File: src/mme_fifo.sv
`timescale 1ns / 1ps

module mme_fifo #(
  parameter int Width = 8,
  parameter int Depth = 4
) (
  input  logic             clk_i,
  input  logic             rst_ni,
  input  logic             push_i,
  input  logic [Width-1:0] din_i,
  output logic             full_o,
  input  logic             pop_i,
  output logic [Width-1:0] dout_o,
  output logic             empty_o
);

  localparam int PtrW = (Depth > 1) ? $clog2(Depth) : 1;

  logic [Width-1:0] mem_q [Depth];
  logic [PtrW-1:0]  wr_q, wr_d, rd_q, rd_d;
  logic [PtrW:0]    cnt_q, cnt_d;
  logic             do_push, do_pop;

  assign full_o  = (cnt_q == (PtrW+1)'(Depth));
  assign empty_o = (cnt_q == '0);
  assign do_push = push_i && !full_o;
  assign do_pop  = pop_i && !empty_o;
  assign dout_o  = mem_q[rd_q];

  always_comb begin
    wr_d  = wr_q;
    rd_d  = rd_q;
    cnt_d = cnt_q;
    if (do_push) begin
      wr_d = (wr_q == PtrW'(Depth - 1)) ? '0 : wr_q + PtrW'(1);
    end
    if (do_pop) begin
      rd_d = (rd_q == PtrW'(Depth - 1)) ? '0 : rd_q + PtrW'(1);
    end
    if (do_push && !do_pop) begin
      cnt_d = cnt_q + (PtrW+1)'(1);
    end else if (do_pop && !do_push) begin
      cnt_d = cnt_q - (PtrW+1)'(1);
    end
  end

  always_ff @(posedge clk_i or negedge rst_ni) begin
    if (!rst_ni) begin
      wr_q  <= '0;
      rd_q  <= '0;
      cnt_q <= '0;
    end else begin
      wr_q  <= wr_d;
      rd_q  <= rd_d;
      cnt_q <= cnt_d;
    end
  end

  always_ff @(posedge clk_i) begin
    if (do_push) begin
      mem_q[wr_q] <= din_i;
    end
  end

endmodule

File: config.mk
export PLATFORM = sky130hd
export DESIGN_NAME = mme_fifo
export DESIGN_NICKNAME = d
export VERILOG_FILES = /design/src/mme_fifo.sv
export SDC_FILE = /design/constraint.sdc
export NUM_CORES = 1
export LEC_CHECK = 0
export BUFFER_PORTS_ARGS = -buffer_cell sky130_fd_sc_hd__buf_2
export CAP_MARGIN = 25
export CORE_ASPECT_RATIO = 1.4
export CORE_MARGIN = 2
export CORE_UTILIZATION = 50
export DETAILED_ROUTE_END_ITERATION = 8
export GPL_ROUTABILITY_DRIVEN = 0
export PLACE_DENSITY = 0.81
export REMOVE_ABC_BUFFERS = 1
export SYNTH_ARGS = -nofsm -noshare
export SYNTH_HDL_FRONTEND = slang
export SYNTH_SLANG_ARGS = --single-unit
File: constraint.sdc
create_clock -name clk_i -period 1.8 [get_ports clk_i]
set_input_delay 0.45 -clock clk_i [delete_from_list [all_inputs] [get_ports clk_i]]
set_output_delay 0.45 -clock clk_i [all_outputs]
set_load 0.02 [all_outputs]
== Word level (Yosys, flattened, before mapping) ==
Memory sizes are Yosys's and may differ from the RTL's.
Cells that the tools add are included.
Operators by class
  mux-type cells: 6
  reductions and logical operators: 10
  add/sub/neg operators: 4
  equal/unequal tests: 3
Operators with widths (count)
  two-way mux 3 bit: 2
  adder 2 x 1 -> 2 bit (second input constant): 2
  == test 2 bit (second input constant): 2
  logical AND 1 bit: 4
  zero test 1 bit: 4
  two-way mux 2 bit: 2
  adder 3 x 1 -> 3 bit (second input constant): 1
  == test 3 bit (second input constant): 1
  zero test 3 bit: 1
  subtractor 3 x 1 -> 3 bit (second input constant): 1
  two-way mux 1 bit: 2
  nonzero test 2 bit: 1
Storage, ports and cells
  memories: 1
  bits in writable memories: 32
  register bits: 7
Memories
  mem_q: depth 4, bits a word 8, read ports 1, clocked after memory_dff 0, write ports 1, line 19  | logic [Width-1:0] mem_q [Depth];

== Depth between registers and ports, before layout ==
Gate-level depths: netlist (run 1).
  depth after elaboration: 7
  gate-level depth with buffers: 9
  gate-level depth less buffers: 8

== Least setup slack after synthesis (run 1) ==
No wires, ideal clock.
  kind: reg-to-reg
  start point: register cnt_q[0]
  end point: register cnt_q[2]
  slack: -513 ps
  clock period less this slack: 2313 ps
  cell stages (with the launch flop): 9
  required time: 1721 ps
  setup time: 79 ps
  arrival: 2234 ps
  cell sequence: dfrtp_1 nor3_1 nand2b_4 ha_1 inv_1 fa_1 xor2_1 nor2_1 xor2_1
Between the ends
  cells in the longest elaborated chain, start to end: 6
  elaborated cells on any way between the ends: 15
RTL lines
  from (decl): line 21  | logic [PtrW:0] cnt_q, cnt_d;
  from (signal assigned): line 55  | cnt_q <= cnt_d;
  zero test 3 bit *: line 25  | assign empty_o = (cnt_q == '0);
  via empty_o: line 14  | output logic empty_o
  zero test 1 bit *: line 27  | assign do_pop = pop_i && !empty_o;
  logical AND 1 bit *: line 27
  zero test 1 bit: line 40  | if (do_push && !do_pop) begin
  logical AND 1 bit: line 40
  two-way mux 3 bit / nonzero test 2 bit (equally long branches)
Mark *: on every way through the listed nets, which the timed path passes. The rest lies on a longest branch. The select of a mux whose other input is x is not followed.
A chain may end at the register's enable or synchronous reset.

== Worst setup path after layout (run 1) ==
  start point: register rd_q[0]
  end point: output port dout_o[6]
Between the ends
  cells in the longest elaborated chain, start to end: 1
RTL lines
  from (decl): line 20  | logic [PtrW-1:0] wr_q, wr_d, rd_q, rd_d;
  from (signal assigned): line 54  | rd_q <= rd_d;
  memory (4 x 8 bit)
  to (decl): line 13  | output logic [Width-1:0] dout_o,
No other way between the ends.

==> metrics.txt, run 1 <==
DR DRC count 0; pwr dens ~1700 nW/µm²; Multi-input gate area just under 500 µm²; CTS max path bufs 2; Clock transition at path regs around 0.070 ns; post-synthesis sequential area ratio ~70%; GRT Residual Overflow 0; Total Wirelength 2430 µm; Final min period 1.94 ns; clk sink count 39; Layout Cells excl Fill ~160; Post-DP HPWL 1750 µm; register area approximately 1100 µm²; Ports 22; via count a little over 800; fin. max-slew vios 0; pin count of the biggest net entering global routing 12; TritonCTS buffer count 5; Fill cells 219; achievable clock frequency 0.515 GHz; total of max-cap violations 0; initial core utilization a little over half; Core ar. 3090 µm²; chip height between 70 and 80 µm; status finished with violations; Post-DRT Antenna Nets 0; crit end category output pin; CTS tree built; Die W 52.1 µm; PortBufs 21; Via density around 5.2; Clock Skew between 0.004 and 0.005 ns; Critical Path Start Type flip-flop; YS warnings 0; failing checks setup timing; Area Growth Syn to Fin 25.5%; clock latency on the worst-skew pair ~0.29 ns; Leakage roughly 0.78 nW; Finished Core Util 65.7%; GRT Util Overall between 10% and 20%; Yosys reg bits 39; Worst Setup Slack, final -0.141 ns; Layout Nets 135; routed len/inst about 16 µm; Avg Cell Area, Syn between 20 and 25 µm²; Syn Std Cell Area ~1600 µm²; vias in the first global route ~860; crit-path max FO 8; critical setup path kind flip-flop to output pin; relative max-transition margin between 70 and 80%; Ant. Diodes 0; Yosys cell types 19; die area approximately 3700 µm²; Synth Instances slightly below 80; first-pass GRT wire length around 4000 µm; VDD IR max 1.03 mV; final hold vios 0; Period Utilization, post-route 108%; share of layout cells above drive strength 1 about 56%; Placed Instances between 100 and 150; drt first-iter violations 8; root buf cell clkbuf_8; 1st-pass router iterations 4; Worst-Margin Slew around 0.41 ns; Required @ worst endpoint approximately 1.4 ns; num rows 24; H-tree levels 2; RSZ-0062 raised after global routing true; Worst Path Arrival between 1 and 1.5 ns; initial antenna violation count 0; HP Class input pin to flip-flop; final setup fails 8
==> sequential cells by signal (all words and copies together), names as in the netlist <==
name / count
rd_q: 2
mem_q: 32
wr_q: 2
cnt_q: 3
==> cell families (layout without fill, tap and decap cells) <==
| family | count (synthesis) | in the layout | share of synthesized area [%] |
|---|---|---|---|
| AND/OR/NAND/NOR | 11 | 11 | 5.41 |
| flip-flops | 39 | 39 | 70.1 |
| XOR/XNOR | 3 | 3 | 1.62 |
| adder cells (fa/ha/maj) | 7 | 7 | 5.87 |
| multiplexers | 13 | 13 | 15.1 |
| buffers and inverters | 6 | 44 | 1.93 |
==> layer usage <==
layer	GRT usage [%]	part of all wire [%]
met1	17.0	38
met2	25.3	54
met3	4.38	5.7
met4	9.65	2.8
met5	0	0
==> critical path: stages (launching register included) <==
cell and delay (ns):
dfrtp_1 0.39, buf_12 0.15, mux4_2 0.51, buf_6 0.15
==> worst paths after layout <==
path	startpoint	endpoint	slack, ns	cells past startpoint
max	rd_q[0]	dout_o[6]	-0.14	3
min	din_i[0]	mem_q[0][0]	0.38	1
max reg2reg	cnt_q[1]	cnt_q[1]	0.02	6
min reg2reg	wr_q[1]	wr_q[1]	0.58	1
max in group asynchronous	rst_ni	cnt_q[0]	1.10	2
min in group asynchronous	rst_ni	wr_q[1]	0.52	2
==> cells in the mapped netlist <==
cell	n	area (µm²)
inv_1	3	11.3
dfrtp_1	7	175
nor3_1	1	5.00
buf_6	1	11.3
ha_1	6	75.1
edfxtp_1	32	961
mux2_4	2	30.0
buf_2	1	5.00
nor2b_2	1	8.76
xor2_1	2	17.5
fa_1	1	20.0
nand2b_4	1	13.8
nor3b_4	1	18.8
mux2_2	3	33.8
nor2_1	3	11.3
and2_2	4	30.0
xnor2_1	1	8.76
buf_1	1	3.75
mux4_2	8	180
==> layout by cell type (no fill, tap or decap), drive strengths merged, types with 2 or more instances in the layout <==
master,synthesis,layout
nor2,3,3
mux4,8,8
buf,3,32
dfrtp,7,7
xor2,2,2
ha,6,6
and2,4,4
clkbuf,0,7
edfxtp,32,32
inv,3,3
mux2,5,5
==> final cells by class <==
type	count	share of cell area, %
multi-input combinational	34	23.8
clock inverter	1	0.185
timing repair buffer	33	12.8
tap	39	2.40
sequential	39	56.1
inverter	3	0.554
clock buffer	7	4.25
==> repair_timing <==
item | in CTS | in global routing
buffers inserted | 2 | 3
endpoints found under the hold margin | 7 | 0
hold buffers | 1 | 0
setup endpoints to repair | 10 | 10
resized for setup | 20 | 6
pin swaps | 3 | 5
==> power by group <==
part	total [mW]	switching, mW	internal (mW)
Sequential	1.40	0.172	1.23
Combinational	1.48	0.633	0.851
Clock	0.578	0.271	0.306
Total	3.46	1.08	2.39
==> per-stage QoR <==
stage	instance area, µm²	setup WS (ns)	power (mW)	hold slack (ns)	TNS (ns)
6_report	2030	-0.141	3.46	0.377	-1.06
5_1_grt	2030	-0.196	3.65	0.374	-1.60
4_1_cts	2000	-0.160	3.43	0.366	-1.22
3_5_place_dp	1810	-0.144	2.63	0.299	-0.243
3_3_place_gp	1810	-0.0203	2.56	0.295	-0.0203
2_1_floorplan	1600	-0.513	2.20	0.154	-0.994
(Power assumes the default switching activity.)
==> run 2: changes to the inputs <==
--- a/config.mk
+++ b/config.mk
@@ -12,7 +12,7 @@
 export CORE_UTILIZATION = 50
 export DETAILED_ROUTE_END_ITERATION = 8
 export GPL_ROUTABILITY_DRIVEN = 0
-export PLACE_DENSITY = 0.81
+export PLACE_DENSITY_LB_ADDON = 0.12
 export REMOVE_ABC_BUFFERS = 1
 export SYNTH_ARGS = -nofsm -noshare
 export SYNTH_HDL_FRONTEND = slang
==> run 2 against run 1 <==
Against the previous run:
- setup slack improved by 0.0071 ns
- sequential share of layout area down 0.12 points
- register-to-register slack got worse by 0.04 ns
- the flow still finishes with violations (setup timing)
- critical path type unchanged
- count of clock-buffer cells in the layout is 1 higher
==> metrics.txt, run 2 (same netlist as run 1, synthesis figures left out) <==
Clock Skew 0.00527 ns (was 0.00450 ns); share of layout cells above drive strength 1 53.4% (was 55.6%); most frequent cells in the layout 32 x edfxtp_1, 13 x buf_2, 9 x buf_4, 8 x mux4_2, 8 x buf_6 (was 32 x edfxtp_1, 13 x buf_2, 10 x buf_4, 8 x mux4_2, 8 x buf_6); drt first-iter violations 9 (was 8); via count 782 (was 808); Critical Path Start Type flip-flop (unchanged); initial antenna violation count 0 (unchanged); Ports 22 (unchanged); sequential power share 39.6% (was 40.5%); Period Utilization, post-route 107% (was 108%); chip height 71.4 µm (unchanged); achievable clock frequency 0.517 GHz (was 0.515 GHz); Via density 5.05 (was 5.18); H-tree levels 2 (unchanged); status finished with violations (unchanged); Design Area, Final 2030 µm² (about the same); pin count of the biggest net entering global routing 12 (unchanged); relative max-transition margin 72.6% (was 72.5%); final setup fails 10 (was 8); pwr dens 1710 nW/µm² (was 1700 nW/µm²); root buf cell clkbuf_8 (unchanged); Post-DP HPWL 1670 µm (was 1750 µm); Post-DP Area 1830 µm² (was 1810 µm²); 1st-pass router iterations 3 (was 4); worst path bufs/invs 2 (unchanged); Comb pwr share 42.7% (was 42.8%); RSZ-0062 raised after global routing true (unchanged); switch share 30.6% (was 31.1%); Area Growth Syn to Fin 25.3% (was 25.5%); Net Sw Power 1.06 mW (was 1.08 mW); Total Wirelength 2380 µm (was 2430 µm); TritonCTS buffer count 5 (unchanged); Worst Path Arrival 1.48 ns (was 1.49 ns); VDD IR max 1.07 mV (was 1.03 mV); Post-DRT Antenna Nets 0 (unchanged); Layout Nets 134 (was 135); commonest non-fill, non-tap cell in the layout edfxtp_1 (unchanged); Pint 2.41 mW (was 2.39 mW); overall power 3.47 mW (was 3.46 mW); reg-to-reg slack, setup -0.02 ns (was 0.02 ns); total of max-cap violations 0 (unchanged); PortBufs 21 (unchanged); Slowest cell on crit path mux4_2 (unchanged); Finished Core Util 65.7% (about the same); Largest Register mem_q (unchanged); final hold vios 0 (unchanged); slowest stage delay, CP 0.49 ns (was 0.51 ns); GRT Util Overall 15.8% (was 15.3%); cell breakdown of the critical path buf_4 > mux4_2 > buf_2 (was buf_12 > mux4_2 > buf_6); crit-path max FO 4 (was 8); CP top delay family multiplexers (unchanged); Core ar. 3090 µm² (unchanged); CTS max path bufs 2 (unchanged); GRT Residual Overflow 0 (unchanged); Ant. Diodes 0 (unchanged); Worst-Margin Slew 0.411 ns (was 0.412 ns); Clock Power Share 17.7% (was 16.7%); Worst Setup Slack, final -0.134 ns (was -0.141 ns); Die W 52.1 µm (unchanged); fin. max-slew vios 0 (unchanged); routed len/inst 15.3 µm (was 15.6 µm); HP Class input pin to flip-flop (unchanged); max reg flops 32 (unchanged); top flop regs mem_q x32, cnt_q x3 (unchanged); Clock transition at path regs 0.07 ns (about the same); CTS tree built (unchanged); Required @ worst endpoint 1.35 ns (about the same); met3 Use GR 5.63% (was 4.38%); die area 3720 µm² (unchanged); DR DRC count 0 (unchanged); GR met1 Demand/Resource 16.2% (was 17.0%); num rows 24 (unchanged); failing checks setup timing (unchanged); clock latency on the worst-skew pair 0.28 ns (was 0.29 ns); Leakage 0.788 nW (was 0.783 nW); layer with the highest usage met2 (unchanged); Place WS -0.142 ns (was -0.144 ns); first-pass GRT wire length 4020 µm (was 3950 µm); vias in the first global route 857 (was 858); clk sink count 39 (unchanged); critical setup path kind flip-flop to output pin (unchanged); initial core utilization 52.4% (unchanged); Final min period 1.93 ns (was 1.94 ns); crit end category output pin (unchanged); GR Util met2 27.8% (was 25.3%)
run 2: changes by cell type in the layout (fill, tap and decap cells not counted), sizes merged:
cell	before	now
buf	32	31
clkbuf	7	8
clkinv	1	0
run 2: power by group through the flow:
| stage | clock (mW) | combinational (mW) | sequential, mW |
|---|---|---|---|
| CTS | 0.630 | 1.48 | 1.38 |
| floorplan | 0 | 0.795 | 1.40 |
| global placement | 0 | 1.22 | 1.39 |
| finish | 0.614 | 1.48 | 1.38 |
| detailed placement | 0 | 1.24 | 1.40 |
| global route | 0.666 | 1.62 | 1.40 |
run 2: repair_timing:
action | in CTS | in global routing
setup buffers | 3 | 2
hold buffers | 1 | 0
cloned | 0 | 0
pin swaps | 1 | 4
hold endpoints to repair | 7 | 0
endpoints found under the setup margin | 10 | 11
resized for setup | 20 | 3
run 2: worst paths after layout:
| path | startpoint | depth (start not counted) | to |
|---|---|---|---|
| hold reg to reg | wr_q[1] | 1 | wr_q[1] |
| min in group asynchronous | rst_ni | 2 | cnt_q[2] |
| setup reg to reg | cnt_q[0] | 8 | cnt_q[2] |
| hold / removal | din_i[6] | 1 | mem_q[2][6] |
| setup / recovery | rd_q[0] | 3 | dout_o[6] |
| max in group asynchronous | rst_ni | 2 | wr_q[1] |
run 2: worst register-to-register path, delay by kind of cell, from the launching register on:
| kind | cells | cell delay, ns |
|---|---|---|
| xor gates and xnor gates | 2 | 0.30 |
| adders and majority gates | 2 | 0.46 |
| buffers and inverters | 1 | 0.04 |
| DFF | 1 | 0.42 |
| and+or+nand+nor | 3 | 0.54 |
run 2: final cells by class:
cell class / count / area [µm²]
flip-flops and latches: 39 / 1140
clock buffers: 8 / 100
well taps: 39 / 48.8
repair buffers: 32 / 253
fillers: 214 / 1060
inverters: 3 / 11.3
multi-input cells: 34 / 482
run 2: metal layers:
| layer | routed length (µm) | vias up |
|---|---|---|
| li1 | - | 372 |
| met1 | 906 | 389 |
| met2 | 1350 | 16 |
| met3 | 85 | 5 |
| met4 | 39 | 0 |
| met5 | 0 | - |
run 2: through the flow:
stage	TNS (ns)	hold WS (ns)	instances
2_1_floorplan	-0.994	0.154	76
4_1_cts	-1.18	0.365	156
3_3_place_gp	-0.0588	0.293	144
3_5_place_dp	-0.251	0.294	144
5_1_grt	-1.65	0.367	155
6_report	-1.02	0.376	155
==> run 3: changes to the inputs <==
--- a/config.mk
+++ b/config.mk
@@ -12,8 +12,10 @@
 export CORE_UTILIZATION = 50
 export DETAILED_ROUTE_END_ITERATION = 8
 export GPL_ROUTABILITY_DRIVEN = 0
+export HOLD_SLACK_MARGIN = 0.05
 export PLACE_DENSITY_LB_ADDON = 0.12
 export REMOVE_ABC_BUFFERS = 1
+export SETUP_SLACK_MARGIN = 0.15
 export SYNTH_ARGS = -nofsm -noshare
 export SYNTH_HDL_FRONTEND = slang
 export SYNTH_SLANG_ARGS = --single-unit
==> run 3 against run 2 <==
Against the previous run:
- the run still ends with setup timing left
- global-route usage about the same
- sequential power about the same
- via count up 0.38%
- cell count up 1.3%
- worst hold slack better by 0.00073 ns
- sequential cell count unchanged
- setup slack worse by 0.0013 ns
- wire length up 0.76%
- total power up 1.3%
- critical endpoint unchanged
==> metrics.txt, run 3 (same netlist as run 1, synthesis figures left out) <==
status finished with violations (unchanged); failing checks setup timing (unchanged); num rows 24 (unchanged); clock latency on the worst-skew pair 0.28 ns (about the same); Core ar. 3090 µm² (unchanged); Layout Nets 136 (was 134); overall power 3.52 mW (was 3.47 mW); first-pass GRT wire length 4020 µm (unchanged); top flop regs mem_q x32, cnt_q x3 (unchanged); CTS tree built (unchanged); Post-DRT Antenna Nets 0 (unchanged); Pint 2.45 mW (was 2.41 mW); routed len/inst 15.3 µm (about the same); GRT Residual Overflow 0 (unchanged); via count 785 (was 782); crit end category output pin (unchanged); root buf cell clkbuf_8 (unchanged); Period Utilization, post-route 108% (was 107%); Slowest cell on crit path mux4_2 (unchanged); cell breakdown of the critical path buf_4 > mux4_2 > buf_2 (unchanged); Clock Skew 0.00548 ns (was 0.00527 ns); most frequent cells in the layout 32 x edfxtp_1, 12 x buf_2, 11 x buf_6, 9 x buf_4, 8 x mux4_2 (was 32 x edfxtp_1, 13 x buf_2, 9 x buf_4, 8 x mux4_2, 8 x buf_6); Die W 52.1 µm (unchanged); Total Wirelength 2400 µm (was 2380 µm); die area 3720 µm² (unchanged); Critical Path Start Type flip-flop (unchanged); H-tree levels 2 (unchanged); HP Class input pin to flip-flop (unchanged); PortBufs 21 (unchanged); Final min period 1.94 ns (was 1.93 ns); Post-DP HPWL 1670 µm (unchanged); 1st-pass router iterations 3 (unchanged); fin. max-slew vios 0 (unchanged); crit-path max FO 4 (unchanged); slowest stage delay, CP 0.49 ns (about the same); Placed Instances 144 (unchanged); clk sink count 39 (unchanged); Worst Setup Slack, final -0.135 ns (was -0.134 ns); max reg flops 32 (unchanged); critical setup path kind flip-flop to output pin (unchanged); share of layout cells above drive strength 1 54.2% (was 53.4%); drt first-iter violations 13 (was 9); Ant. Diodes 0 (unchanged); Leakage 0.801 nW (was 0.788 nW); Layout Cells excl Fill 157 (was 155); Finished Core Util 66.6% (was 65.7%); Worst-Margin Slew 0.413 ns (was 0.411 ns); final hold vios 0 (unchanged); DR DRC count 0 (unchanged); initial core utilization 52.4% (unchanged); chip height 71.4 µm (unchanged); TritonCTS buffer count 5 (unchanged); Worst Path Arrival 1.49 ns (was 1.48 ns); achievable clock frequency 0.517 GHz (about the same); Post-DP Area 1830 µm² (unchanged); Comb pwr share 43.5% (was 42.7%); Area Growth Syn to Fin 27.1% (was 25.3%); pwr dens 1710 nW/µm² (about the same); RSZ-0062 raised after global routing true (unchanged); switch share 30.4% (was 30.6%); Via density 5.00 (was 5.05); CTS max path bufs 2 (unchanged); Required @ worst endpoint 1.35 ns (about the same); VDD IR max 1.07 mV (about the same); Place WS -0.142 ns (unchanged); vias in the first global route 849 (was 857); Ports 22 (unchanged); final setup fails 11 (was 10); total of max-cap violations 0 (unchanged); Largest Register mem_q (unchanged); relative max-transition margin 72.5% (was 72.6%); pin count of the biggest net entering global routing 12 (unchanged); sequential power share 39.1% (was 39.6%); Net Sw Power 1.07 mW (was 1.06 mW); initial antenna violation count 0 (unchanged); Design Area, Final 2060 µm² (was 2030 µm²); Clock Power Share 17.5% (was 17.7%); GRT Util Overall 15.8% (about the same); Clock transition at path regs 0.07 ns (about the same); commonest non-fill, non-tap cell in the layout edfxtp_1 (unchanged)
==> run 3: cell types whose count changed in the layout (fill, tap and decap cells not counted), sizes merged <==
cell / delta
buf: +2
==> run 3: cell type report <==
class | instances | area [µm²]
inverter | 3 | 11.3
multi-input combinational | 34 | 482
timing repair buffer | 34 | 282
clock buffer | 8 | 100
fill | 216 | 1030
tap | 39 | 48.8
sequential | 39 | 1140
==> run 3: metrics by stage <==
step / hold slack [ns] / TNS (ns)
floorplan: 0.154 / -0.994
finish: 0.377 / -1.07
global placement: 0.293 / -0.0588
detailed placement: 0.294 / -0.251
global route: 0.367 / -1.78
CTS: 0.365 / -1.17
==> run 3: what timing repair did <==
item | in CTS | in global routing
pin swaps | 1 | 4
endpoints found under the hold margin | 7 | 0
hold buffers | 1 | 0
setup buffers | 3 | 1
endpoints found under the setup margin | 11 | 12
cloned | 0 | 0
resized for setup | 24 | 3
==> run 3: worst max-delay path: cells and delay by family (launching register included) <==
family | cells | cell delay [ns]
buffers and inverters | 2 | 0.32
flip-flops | 1 | 0.39
multiplexers | 1 | 0.49
==> run 3: final timing paths <==
check | depth (start not counted) | end | start | slack (ns)
max in group asynchronous | 2 | wr_q[1] | rst_ni | 1.12
hold reg to reg | 1 | wr_q[1] | wr_q[1] | 0.59
setup / recovery | 3 | dout_o[6] | rd_q[0] | -0.14
hold / removal | 1 | mem_q[2][6] | din_i[6] | 0.38
min in group asynchronous | 2 | cnt_q[2] | rst_ni | 0.53
setup reg to reg | 8 | cnt_q[2] | cnt_q[0] | -0.04
==> run 3: routing by layer <==
layer,wire (µm),up-vias,global-route usage (%)
li1,-,375,-
met1,914,389,16.4
met2,1360,16,27.7
met3,84,5,5.63
met4,39,0,7.02
met5,0,-,0
==> run 3: power by group through the flow <==
| stage | logic, mW | clock network [mW] | registers [mW] |
|---|---|---|---|
| final | 1.53 | 0.614 | 1.37 |
| after global routing | 1.66 | 0.667 | 1.40 |
| after CTS | 1.52 | 0.630 | 1.38 |
| after detailed placement | 1.24 | 0 | 1.40 |
| after global placement | 1.22 | 0 | 1.39 |
| after floorplan | 0.795 | 0 | 1.40 |
