==> src/mme_pkg.sv <==
`timescale 1ns / 1ps

package mme_pkg;

  localparam int IdxPortW = 3;
  localparam int DataW    = 32;
  localparam int DimW     = 4;
  localparam int AccW     = 64;
  localparam int CmdDepth = 4;
  localparam int ResDepth = 4;

  // request codes as they arrive on req_type_i
  typedef enum logic [1:0] {
    REQ_LOAD_A = 2'd0,
    REQ_LOAD_B = 2'd1,
    REQ_START  = 2'd2
  } req_e;

  // configuration register indexes
  typedef enum logic [1:0] {
    CFG_ROWS_A    = 2'd0,
    CFG_INNER_DIM = 2'd1,
    CFG_COLS_B    = 2'd2
  } cfg_idx_e;

  typedef enum logic {
    ST_IDLE,
    ST_RUN
  } state_e;

  typedef struct packed {
    req_e                op;
    logic [IdxPortW-1:0] row;
    logic [IdxPortW-1:0] col;
    logic [DataW-1:0]    value;
  } cmd_t;

  typedef struct packed {
    logic [DataW-1:0]    value;
    logic [IdxPortW-1:0] row;
    logic [IdxPortW-1:0] col;
    logic                last;
  } res_t;

  typedef struct packed {
    logic [DimW-1:0] rows_a;
    logic [DimW-1:0] inner_dim;
    logic [DimW-1:0] cols_b;
  } dims_t;

endpackage

==> src/mme_fifo.sv <==
`timescale 1ns / 1ps

module mme_fifo #(
  parameter int Width = 8,
  parameter int Depth = 4
) (
  input  logic             clk_i,
  input  logic             rst_ni,
  input  logic             push_i,
  input  logic [Width-1:0] din_i,
  output logic             full_o,
  input  logic             pop_i,
  output logic [Width-1:0] dout_o,
  output logic             empty_o
);

  localparam int PtrW = (Depth > 1) ? $clog2(Depth) : 1;

  logic [Width-1:0] mem_q [Depth];
  logic [PtrW-1:0]  wr_q, wr_d, rd_q, rd_d;
  logic [PtrW:0]    cnt_q, cnt_d;
  logic             do_push, do_pop;

  assign full_o  = (cnt_q == (PtrW+1)'(Depth));
  assign empty_o = (cnt_q == '0);
  assign do_push = push_i && !full_o;
  assign do_pop  = pop_i && !empty_o;
  assign dout_o  = mem_q[rd_q];

  always_comb begin
    wr_d  = wr_q;
    rd_d  = rd_q;
    cnt_d = cnt_q;
    if (do_push) begin
      wr_d = (wr_q == PtrW'(Depth - 1)) ? '0 : wr_q + PtrW'(1);
    end
    if (do_pop) begin
      rd_d = (rd_q == PtrW'(Depth - 1)) ? '0 : rd_q + PtrW'(1);
    end
    if (do_push && !do_pop) begin
      cnt_d = cnt_q + (PtrW+1)'(1);
    end else if (do_pop && !do_push) begin
      cnt_d = cnt_q - (PtrW+1)'(1);
    end
  end

  always_ff @(posedge clk_i or negedge rst_ni) begin
    if (!rst_ni) begin
      wr_q  <= '0;
      rd_q  <= '0;
      cnt_q <= '0;
    end else begin
      wr_q  <= wr_d;
      rd_q  <= rd_d;
      cnt_q <= cnt_d;
    end
  end

  always_ff @(posedge clk_i) begin
    if (do_push) begin
      mem_q[wr_q] <= din_i;
    end
  end

endmodule

==> src/mme_front.sv <==
`timescale 1ns / 1ps

module mme_front
  import mme_pkg::*;
#(
  parameter int MaxDim = 8
) (
  input  logic                clk_i,
  input  logic                rst_ni,
  input  logic                push_i,
  output logic                full_o,
  input  logic [1:0]          req_type_i,
  input  logic [IdxPortW-1:0] row_i,
  input  logic [IdxPortW-1:0] col_i,
  input  logic [DataW-1:0]    elem_value_i,
  output cmd_t                cmd_o,
  output logic                cmd_empty_o,
  input  logic                cmd_pop_i
);

  localparam logic [IdxPortW+1:0] DimLim = (IdxPortW+2)'(MaxDim);

  cmd_t cmd_in;
  logic in_range;
  logic keep;

  assign in_range = ({2'b00, row_i} < DimLim) && ({2'b00, col_i} < DimLim);

  // drop unused codes and loads that fall outside the store
  always_comb begin
    cmd_in.op    = REQ_START;
    cmd_in.row   = row_i;
    cmd_in.col   = col_i;
    cmd_in.value = elem_value_i;
    keep         = 1'b0;
    case (req_type_i)
      REQ_LOAD_A: begin
        cmd_in.op = REQ_LOAD_A;
        keep      = in_range;
      end
      REQ_LOAD_B: begin
        cmd_in.op = REQ_LOAD_B;
        keep      = in_range;
      end
      REQ_START: begin
        cmd_in.op = REQ_START;
        keep      = 1'b1;
      end
      default: begin
        keep = 1'b0;
      end
    endcase
  end

  mme_fifo #(
    .Width($bits(cmd_t)),
    .Depth(CmdDepth)
  ) u_cmd_fifo (
    .clk_i  (clk_i),
    .rst_ni (rst_ni),
    .push_i (push_i && keep),
    .din_i  (cmd_in),
    .full_o (full_o),
    .pop_i  (cmd_pop_i),
    .dout_o (cmd_o),
    .empty_o(cmd_empty_o)
  );

endmodule

==> config.mk <==
export PLATFORM = sky130hd
export DESIGN_NAME = mme_front
export DESIGN_NICKNAME = d
export VERILOG_FILES = /design/src/mme_pkg.sv /design/src/mme_fifo.sv /design/src/mme_front.sv
export SDC_FILE = /design/constraint.sdc
export NUM_CORES = 1
export LEC_CHECK = 0
export ABC_AREA = 0
export BUFFER_PORTS_ARGS = -buffer_cell sky130_fd_sc_hd__buf_4
export CORE_ASPECT_RATIO = 1.75
export CORE_MARGIN = 2
export CORE_UTILIZATION = 39
export DETAILED_ROUTE_END_ITERATION = 6
export HOLD_SLACK_MARGIN = 0.1
export REMOVE_ABC_BUFFERS = 1
export SLEW_MARGIN = 20
export SYNTH_ARGS = -nofsm -noshare
export SYNTH_HDL_FRONTEND = slang
export SYNTH_SLANG_ARGS = --single-unit
==> constraint.sdc <==
create_clock -name clk_i -period 3 [get_ports clk_i]
set_clock_uncertainty 0.05 [all_clocks]
set_input_delay 0.6 -clock clk_i [delete_from_list [all_inputs] [get_ports clk_i]]
set_output_delay 0.6 -clock clk_i [all_outputs]
set_load 0.005 [all_outputs]
After elaboration in Yosys (flattened, before gate mapping):

Memory sizes are Yosys's and may differ from the RTL's.
Index checks and enable logic that the tools add are counted.

* bits in registers: 7
* logic and storage cells: 34
* output and inout bits: 42
* memories: 1
* bits in writable memories: 160

* add/subtract/negate cells: 4
* mux-type cells: 8
* eq/ne operators: 5
* reduce and logical (&&, ||, !) cells: 13

Memories
* u_cmd_fifo.mem_q: words 4, bits a word 40, read ports 1, clocked after memory_dff 0, write ports 1, RTL line mme_fifo.sv:19 `logic [Width-1:0] mem_q [Depth];`

Operators by type and width (count)
* == test 2 bit (second input constant): 3
* two-way mux 3 bit: 2
* logical AND 1 bit: 5
* adder 2 x 1 -> 2 bit (second input constant): 2
* zero test 1 bit: 4
* two-way mux 2 bit: 2
* case mux 2 bit (2 select lines): 1
* adder 3 x 1 -> 3 bit (second input constant): 1
* == test 3 bit (second input constant): 1
* zero test 3 bit: 1
* two-way mux 1 bit: 3
* OR reduction 3 bit: 1
* subtractor 3 x 1 -> 3 bit (second input constant): 1
* == test 2 x 1 -> 1 bit (second input constant): 1
* zero test 2 bit: 1
* nonzero test 2 bit: 1

Longest topological paths before layout:

Gate-level depths: netlist of run 1.

* word-level depth: 9
* mapped depth: 8
* depth with buffers taken out: 8

Hierarchy:

Synthesis of run 1 repeated with hierarchy kept, for this count alone.

* cells, all modules: 250
* area total of the unflattened synthesis: 6263.5 sq um

By module, submodules not included
* mme_fifo: area an instance 6242.2 sq um, sequential area each 4979.8 sq um, cells each 247, instances 1
* mme_front: area an instance 21.3 sq um, sequential area each 0.0 sq um, cells each 3, instances 1

Least setup slack after synthesis of run 1:

Ideal clock, no wire load.

* path type: input to register
* start: input push_i
* end: memory u_cmd_fifo.mem_q[3][0] in the netlist's numbering, enable pin
* buffers on the path: 0
* path slack: 0.579 ns
* stages on the path: 3
* setup time: 0.401 ns
* data arrival time: 1.970 ns
* path through: inv_1 -> a211oi_4 -> and2_1

* word-level cells in the longest chain between the ends: 4

Ends and longest elaborated chain
* start, declared: RTL line mme_front.sv:10 `input logic push_i,`
* logical AND 1 bit: RTL line mme_front.sv:61 `.push_i (push_i && keep),`
* logical AND 1 bit: RTL line mme_fifo.sv:26 `assign do_push = push_i && !full_o;`
* named net u_cmd_fifo.do_push: RTL line mme_fifo.sv:22 `logic do_push, do_pop;`
* two-way mux 1 bit: RTL line mme_fifo.sv:60 `if (do_push) begin`
* two-way mux 1 bit (implied by the code): RTL line mme_fifo.sv:61 `mem_q[wr_q] <= din_i;`
* end, declared: RTL line mme_fifo.sv:19

The timed path passes the listed nets, and every way through them passes these cells.

==> results of run 1 <==
synth_stat cells:
cell      number  area (sq um)
a211oi_4       1          20.0
fa_1           1          20.0
a21o_1         1          7.51
ha_1           6          75.1
buf_4          3          22.5
xor2_1         2          17.5
o31ai_2        1          12.5
xnor2_1        1          8.76
and2_1         4          25.0
edfxtp_1     160          4800
mux4_2        40           901
clkbuf_1       2          7.51
buf_2          5          25.0
nor2b_1        1          6.26
dfrtp_1        7           175
buf_6          1          11.3
mux2_1         2          22.5
inv_1          4          15.0
nor3_1         2          10.0
nor2_1         2          7.51
nor3b_2        1          12.5
mux2_2         2          22.5
layout make-up:
class                   count  area share
multi-input cells          67       0.151
repair buffers             95       0.102
clock inverters            15      0.0165
well taps                 189      0.0305
clock buffers              17      0.0549
flip-flops and latches    167       0.643
inverters                   4     0.00194
layout by cell type, fill, tap and decap left out, types with 2 or more instances in the layout:
| master | netlist | layout |
|---|---|---|
| and2_2 | 0 | 4 |
| buf_12 | 0 | 6 |
| buf_4 | 3 | 88 |
| clkbuf_16 | 0 | 17 |
| clkinv_1 | 0 | 4 |
| clkinvlp_4 | 0 | 3 |
| dfrtp_1 | 7 | 5 |
| edfxtp_1 | 160 | 160 |
| ha_1 | 6 | 6 |
| inv_1 | 4 | 4 |
| inv_6 | 0 | 4 |
| mux2_1 | 2 | 2 |
| mux2_2 | 2 | 2 |
| mux4_2 | 40 | 40 |
| nor2_1 | 2 | 2 |
| nor3_1 | 2 | 2 |
| xor2_1 | 2 | 2 |
worst reg2reg max path: cells and delay by family (launching register included):
kind / cells / cell delay (ps)
adder cells (fa/ha/maj): 2 / 640
AO/OA/AOI/OAI: 1 / 310
XOR/XNOR: 2 / 320
flip-flops: 1 / 420
buffers and inverters: 1 / 60
AND/OR/NAND/NOR: 2 / 300
stage by stage:
step	area, sq um	total power, mW	util	TNS, ps	worst slack [ps]
final	7750	7.21	0.491	0	242
after global routing	7750	7.59	0.491	0	102
after CTS	7750	7.36	0.491	0	157
after detailed placement	7190	5.34	0.455	0	606
after global placement	7190	5.30	0.455	0	612
after floorplan	6160	4.27	-	-1160	-29.0
power by group:
part | switching (mW) | internal (mW)
combinational | 0.859 | 1.17
clock | 0.866 | 1.14
sequential | 0.199 | 2.98
total | 1.93 | 5.29
registers in the layout (all words and copies together) (netlist names):
signal            count
u_cmd_fifo.mem_q    160
u_cmd_fifo.cnt_q      3
u_cmd_fifo.rd_q       2
u_cmd_fifo.wr_q       2
kinds of logic after synthesis:
group	Yosys count	synth area share
buf+inv	15	0.0131
mux	44	0.152
fa+ha+maj	7	0.0153
simple gates	10	0.00984
compound gates	3	0.00643
xor+xnor	3	0.00422
flops	167	0.799
worst paths after layout:
path,startpoint,to,slack (ps),cells past startpoint
worst min register to register,u_cmd_fifo.cnt_q[2],u_cmd_fifo.cnt_q[2],490,1
worst max register to register,u_cmd_fifo.cnt_q[2],u_cmd_fifo.cnt_q[2],810,8
worst min-delay path,elem_value_i[5],u_cmd_fifo.mem_q[2][5],330,1
min in group asynchronous,rst_ni,u_cmd_fifo.wr_q[0],490,2
worst max-delay path,u_cmd_fifo.rd_q[0],cmd_o[15],240,3
max in group asynchronous,rst_ni,u_cmd_fifo.rd_q[0],2270,2
routing by layer:
metal	wire length, um	share of wire
met4	265	0.023
met5	0	0
met3	397	0.035
met2	6600	0.58
met1	4110	0.36
==> impl_metrics.tcl, run 1 <==
set metrics [dict create \
    grtUsageMet1 0.147 \
    period_share 0.919 \
    fillers 1249 \
    multi_input_area_sq_mm 0.00117 \
    clock_latency_ps 410 \
    power_density_mw_per_mm2 930 \
    run_status "complete, no violations" \
    ys_types 22 \
    dp.cells 521 \
    cp_slowest_cell "dfrtp_4" \
    worstSetupStartpointType "flop" \
    grt_use_met2 0.269 \
    grt.busiest_layer "met2" \
    period_needed_ps 2760 \
    ys_warn_count 0 \
    vias_per_cell 5.02 \
    path_buf_inv 2 \
    ctsResizeCount 0 \
    fin_cells 554 \
    gp_congestion 0.703 \
    detail-route-antenna-nets 0 \
    clockRootBuffer "clkbuf_16" \
    cts_buffers 17 \
    worstMarginPinSlew_ps 536 \
    synthesis.area_sq_mm 0.00623 \
    relSlewSlack 0.642 \
    cts_hold_buffers 1 \
    nets 403 \
    met3_usage 0.0362 \
    rsz0062_at_grt "no" \
    finalWirelength_um 11400 \
    start_util 0.394 \
    slowest_delay_ps 670 \
    endpoint_kind "primary output" \
    antenna_found_initial 0 \
    path_max_fanout 24 \
    setup_violations 0 \
    grt_max_degree 38 \
    drt_iter0_drc 133 \
    ff_latch_area_sq_mm 0.00498 \
    critical-path-top-delay-family "flip-flops" \
    cts-htree-levels 4 \
    fp.dieArea_sq_mm 0.0170 \
    holdWs_ps 333 \
    drv_slew 0 \
    grt_util_all_layers 0.144 \
    core_sq_mm 0.0158 \
    fmax_mhz 363 \
    syn_inst 249 \
    area_growth_pct 24.5 \
    diodes 0 \
    firstDrtPassIters 4 \
    portBuffers 85 \
    vias 2779 \
    cts_buffer_depth 2 \
    cts.sinks 167 \
    die_h_um 171 \
    grt_pass1_wl_um 17600 \
    cp.arrival_ps 2110 \
    avgSynthCellArea_sq_um 25.0 \
    drc_errors 0 \
    hold_viol 0 \
    crit_chain "buf_12, mux4_2, buf_4" \
    synth.yosys.seq_area_share 0.799 \
    grt_pass1_vias 3094 \
    ir_drop_mv 0.397 \
    rows 61 \
    drive_gt1_frac 0.474 \
    crit_type "flop to primary output" \
    io_pins 86 \
    worst_ep_required_time_ps 2350 \
    post-cts-setup-buffers 0 \
    leakagePower_nw 2.67 \
    route.detailed.wl_per_inst_um 20.5 \
    cts_tree "yes" \
    hold_path_class "primary input to flop" \
    cts.clk_slew.worst_paths_ps 60 \
    dp_hpwl_um 7420 \
    die_w_um 99.5 \
    grt-ovfl-total 0 \
    maxCapViolations 0 \
    synth_seq_cells 167 \
]
Power figures use the tool's default switching activity.
==> inputs of run 2 (changes only) <==
--- a/config.mk
+++ b/config.mk
@@ -9,7 +9,7 @@
 export BUFFER_PORTS_ARGS = -buffer_cell sky130_fd_sc_hd__buf_4
 export CORE_ASPECT_RATIO = 1.75
 export CORE_MARGIN = 2
-export CORE_UTILIZATION = 39
+export CORE_UTILIZATION = 30
 export DETAILED_ROUTE_END_ITERATION = 6
 export HOLD_SLACK_MARGIN = 0.1
 export REMOVE_ABC_BUFFERS = 1
==> run 2 against run 1 <==
Against the previous run: the run now ends with DRC left; hold slack better by 1.9 ps; global-route usage fell by 3.2 points; sequential share of layout area shrank 1.0 points; fmax is 0.23% lower; via count up 2.3%; combinational power is 2% lower; core utilization is 10 points lower; register-to-register slack worse by 80 ps; critical path type unchanged; critical endpoint is now cmd_o[29]; highest routed layer unchanged.
==> impl_metrics.tcl, run 2 (synthesis gave the netlist of run 1 again) <==
set metrics [dict create \
    run_status "finished, violations left" \
    violations "DRC" \
    grt_pass1_vias 3179 \
    portBuffers 85 \
    grt_util_all_layers 0.112 \
    vias 2842 \
    period_needed_ps 2760 \
    largest_register_ffs 160 \
    drive_gt1_frac 0.475 \
    setup_violations 0 \
    tns_ps 0 \
    area_growth_pct 26.5 \
    cts_buffer_depth 2 \
    final_common_cell "edfxtp_1" \
    period_share 0.921 \
    hold_end "u_cmd_fifo.mem_q[0][23]" \
    cts_hold_buffers 1 \
    regMostFlops "u_cmd_fifo.mem_q" \
    final_util 0.387 \
    crit_type "flop to primary output" \
    final_cell_area_sq_mm 0.00788 \
    route.detailed.wl_per_inst_um 19.3 \
    cp.arrival_ps 2110 \
    power_density_mw_per_mm2 952 \
    maxCapViolations 0 \
    mostFrequentLayoutCells "160 x edfxtp_1, 88 x buf_4, 40 x mux4_2" \
    start_util 0.306 \
    critical-path-top-delay-family "flip-flops" \
    path_max_fanout 33 \
    critPathMostFrequentCell "buf_4" \
    grt-ovfl-total 0 \
    reg2regPathDepth 7 \
    fmax_mhz 362 \
    r2r_slack_ps 730 \
    path_buf_inv 2 \
    pre_cts_ws_ps 585 \
    cts.sinks 167 \
    rows 69 \
    fp.dieArea_sq_mm 0.0220 \
    detail-route-antenna-nets 0 \
    cts-htree-levels 4 \
    vias_per_cell 4.64 \
    ir_drop_mv 0.405 \
    holdPathStages 1 \
    ctsResizeCount 0 \
    clock_latency_ps 410 \
    diodes 0 \
    core_sq_mm 0.0204 \
    cts.clk_slew.worst_paths_ps 60 \
    antenna_found_initial 0 \
    die_w_um 113 \
    leakagePower_nw 2.69 \
    cp_slowest_cell "dfrtp_2" \
    grt_pass1_wl_um 18300 \
    worst_slack_ps 236 \
    grt_max_degree 38 \
    die_h_um 195 \
    endpoint_kind "primary output" \
    worstMarginPinSlew_ps 855 \
    finalWirelength_um 11800 \
    hold_path_class "primary input to flop" \
    rsz0062_at_grt "no" \
    dpl_cell_area_sq_mm 0.00724 \
    gp_congestion 0.690 \
    worstSetupStartpointType "flop" \
    cts_tree "yes" \
    clockRootBuffer "clkbuf_16" \
    io_pins 86 \
    worst_ep_required_time_ps 2350 \
    crit_chain "buf_4, mux4_2, buf_4" \
    cts_buffers 17 \
    firstDrtPassIters 6 \
    worst_r2r_startpoint "u_cmd_fifo.cnt_q[1]" \
    drc_errors 3 \
    dp_hpwl_um 7730 \
    reg_top3 "u_cmd_fifo.mem_q: 160 flops, u_cmd_fifo.cnt_q: 3 flops" \
    reg2reg_to "u_cmd_fifo.cnt_q[2]" \
    relSlewSlack 0.430 \
    hold_viol 0 \
    drt_iter0_drc 106 \
    slowest_delay_ps 930 \
    nets 402 \
    drv_slew 0 \
    post-cts-setup-buffers 0 \
    hp-start "elem_value_i[23]" \
]
==> run 2: cell type report <==
type	instances	area (sq um)
sequential	167	4980
tap	248	310
multi-input combinational	67	1170
clock buffer	21	450
timing repair buffer	94	771
clock inverter	11	174
fill	1831	12500
inverter	4	15.0
==> run 2: metrics by stage <==
| stage | cells | power [mW] | hold slack, ps |
|---|---|---|---|
| floorplan | 238 | 4.27 | 254 |
| global placement | 579 | 5.31 | 376 |
| detailed placement | 579 | 5.37 | 378 |
| CTS | 612 | 7.64 | 319 |
| global route | 612 | 7.87 | 316 |
| finish | 612 | 7.50 | 335 |
==> run 2: worst max-delay path by stage <==
| stage | start | to | slack [ps] | cells past startpoint |
|---|---|---|---|---|
| 3_5_place_dp | req_type_i[1] | u_cmd_fifo.cnt_q[2] | 580 | 8 |
| 4_1_cts | u_cmd_fifo.rd_q[1] | cmd_o[29] | 170 | 3 |
| 2_1_floorplan | u_cmd_fifo.rd_q[0] | cmd_o[0] | -30 | 1 |
| 5_1_grt | u_cmd_fifo.rd_q[1] | cmd_o[23] | 120 | 3 |
| 3_3_place_gp | u_cmd_fifo.rd_q[1] | cmd_o[29] | 630 | 3 |
| 6_report | u_cmd_fifo.rd_q[1] | cmd_o[29] | 240 | 3 |
==> run 2: power breakdown <==
part,switching (mW),internal [mW]
clock,0.844,1.42
sequential,0.274,2.98
combinational,0.820,1.16
total,1.94,5.56
==> run 2: metal layers <==
layer,wire length [um],track usage,vias up,part of all wire
met2,6800,0.208,57,0.58
met1,4280,0.116,1519,0.36
met3,505,0.0334,15,0.043
met5,0,0,-,0
met4,204,0.0483,0,0.017
li1,-,-,1251,-
==> inputs of run 3 (changes only) <==
--- a/config.mk
+++ b/config.mk
@@ -13,6 +13,7 @@
 export DETAILED_ROUTE_END_ITERATION = 6
 export HOLD_SLACK_MARGIN = 0.1
 export REMOVE_ABC_BUFFERS = 1
+export SETUP_SLACK_MARGIN = 0.5
 export SLEW_MARGIN = 20
 export SYNTH_ARGS = -nofsm -noshare
 export SYNTH_HDL_FRONTEND = slang
==> constraint.sdc (replaced) <==
create_clock -name clk_i -period 3.4 [get_ports clk_i]
set_clock_uncertainty 0.05 [all_clocks]
set_input_delay 0.68 -clock clk_i [delete_from_list [all_inputs] [get_ports clk_i]]
set_output_delay 0.68 -clock clk_i [all_outputs]
set_load 0.005 [all_outputs]
==> run 3 against run 2 <==
Against the previous run: the run still ends with DRC left; sequential power is 14% lower; via count is 0.81% higher; clock power is 19% lower; register-to-register slack better by 490 ps; clock-buffer cell count is 4 lower; setup slack better by 470 ps; combinational power is 8% lower; global-route usage is 0.44 points higher; power is 14% lower; critical path type unchanged; highest routed layer unchanged.
==> impl_metrics.tcl, run 3 (synthesis gave the netlist of run 1 again) <==
set metrics [dict create \
    firstDrtPassIters 7 \
    area_growth_pct 25.3 \
    r2r_slack_ps 1220 \
    path_buf_inv 2 \
    die_w_um 113 \
    drive_gt1_frac 0.482 \
    route.detailed.wl_per_inst_um 19.8 \
    rows 69 \
    worstMarginPinSlew_ps 640 \
    fmax_mhz 372 \
    drc_errors 3 \
    cts-htree-levels 4 \
    nets 403 \
    start_util 0.306 \
    clockRootBuffer "clkbuf_16" \
    regMostFlops "u_cmd_fifo.mem_q" \
    vias 2865 \
    cts.sinks 167 \
    pre_cts_ws_ps 936 \
    hold_path_class "primary input to flop" \
    endpoint_kind "primary output" \
    worst_r2r_startpoint "u_cmd_fifo.cnt_q[2]" \
    crit_type "flop to primary output" \
    drt_iter0_drc 179 \
    slowest_delay_ps 670 \
    rsz0062_at_grt "no" \
    final_util 0.383 \
    die_h_um 195 \
    portBuffers 85 \
    tns_ps 0 \
    cp_slowest_cell "dfrtp_2" \
    multi_input_area_sq_mm 0.00117 \
    grt-ovfl-total 0 \
    period_needed_ps 2690 \
    maxCapViolations 0 \
    grt_pass1_vias 3273 \
    relSlewSlack 0.574 \
    io_pins 86 \
    crit_chain "buf_4, mux4_2, buf_4" \
    cts_buffers 17 \
    clock_latency_ps 420 \
    critical-path-top-delay-family "flip-flops" \
    total_power_mw 6.44 \
    core_sq_mm 0.0204 \
    diodes 0 \
    leakagePower_nw 2.67 \
    largest_register_ffs 160 \
    critPathMostFrequentCell "buf_4" \
    cts_buffer_depth 2 \
    finalWirelength_um 12100 \
    final_common_cell "edfxtp_1" \
    detail-route-antenna-nets 0 \
    fp.dieArea_sq_mm 0.0220 \
    path_max_fanout 18 \
    hold_end "u_cmd_fifo.mem_q[3][0]" \
    worst_slack_ps 709 \
    worstSetupStartpointType "flop" \
    startpoint "u_cmd_fifo.rd_q[1]" \
    fin_cells 613 \
    power_density_mw_per_mm2 824 \
    hold_viol 0 \
    grt_pass1_wl_um 18600 \
    hp-start "elem_value_i[0]" \
    reg2reg_to "u_cmd_fifo.cnt_q[2]" \
    grt_max_degree 41 \
    reg2regPathDepth 8 \
    ff_latch_area_sq_mm 0.00498 \
    antenna_found_initial 0 \
    dp.cells 578 \
    worst_ep_required_time_ps 2670 \
    holdPathStages 1 \
    cp.arrival_ps 1960 \
    drv_slew 0 \
    period_share 0.791 \
    cts_tree "yes" \
    cts.clk_slew.worst_paths_ps 70 \
    gp_congestion 0.666 \
    run_status "finished, violations left" \
    grt_util_all_layers 0.117 \
    reg_top3 "u_cmd_fifo.mem_q: 160 flops, u_cmd_fifo.cnt_q: 3 flops" \
    dp_hpwl_um 7670 \
    ir_drop_mv 0.360 \
    mostFrequentLayoutCells "160 x edfxtp_1, 91 x buf_4, 40 x mux4_2" \
    fillers 1843 \
    violations "DRC" \
    setup_violations 0 \
    vias_per_cell 4.67 \
]
## run 3: cell types whose count changed in the layout (fill, tap and decap cells not counted)
cell | previous run | this run
buf_12 | 5 | 3
inv_6 | 1 | 4
clkinv_4 | 2 | 5
clkbuf_1 | 3 | 0
buf_4 | 88 | 91
inv_8 | 0 | 1
clkbuf_8 | 1 | 0
clkinv_1 | 0 | 1
clkinvlp_4 | 3 | 2
bufinv_16 | 4 | 1
## run 3: layout make-up
| class | instances | share of cell area |
|---|---|---|
| Clock buffer | 17 | 0.0545 |
| Clock inverter | 15 | 0.0184 |
| Inverter | 4 | 0.00192 |
| Multi-Input combinational cell | 67 | 0.150 |
| Sequential cell | 167 | 0.639 |
| Tap cell | 248 | 0.0397 |
| Timing Repair Buffer | 95 | 0.0965 |
## run 3: per-stage QoR
step	instance area (sq um)	hold WS, ps
2_1_floorplan	6160	334
3_3_place_gp	7210	455
3_5_place_dp	7210	457
4_1_cts	7810	379
5_1_grt	7810	384
6_report	7810	404
## run 3: timing repair
item                       CTS  global route
hold buffers                 1             0
setup buffers                2             0
resized for setup            0             0
hold endpoints to repair     7             0
setup endpoints to repair   14             0
## run 3: report_power, final
group          leakage (nW)  internal [mW]  switching (mW)
clock network         0.274           1.02           0.807
logic                 0.855           1.01           0.803
registers              1.54           2.63           0.158
## run 3: worst max-delay path by stage
stage | cells past startpoint | slack (ps) | endpoint
6_report | 3 | 710 | cmd_o[35]
5_1_grt | 3 | 620 | cmd_o[35]
4_1_cts | 3 | 640 | cmd_o[35]
3_5_place_dp | 3 | 940 | cmd_o[33]
3_3_place_gp | 3 | 960 | cmd_o[19]
2_1_floorplan | 1 | 290 | cmd_o[0]
## run 3: per-layer routing
layer,global-route usage,share of wire
met1,0.116,0.35
met2,0.215,0.58
met3,0.0324,0.044
met4,0.0646,0.030
met5,0,0
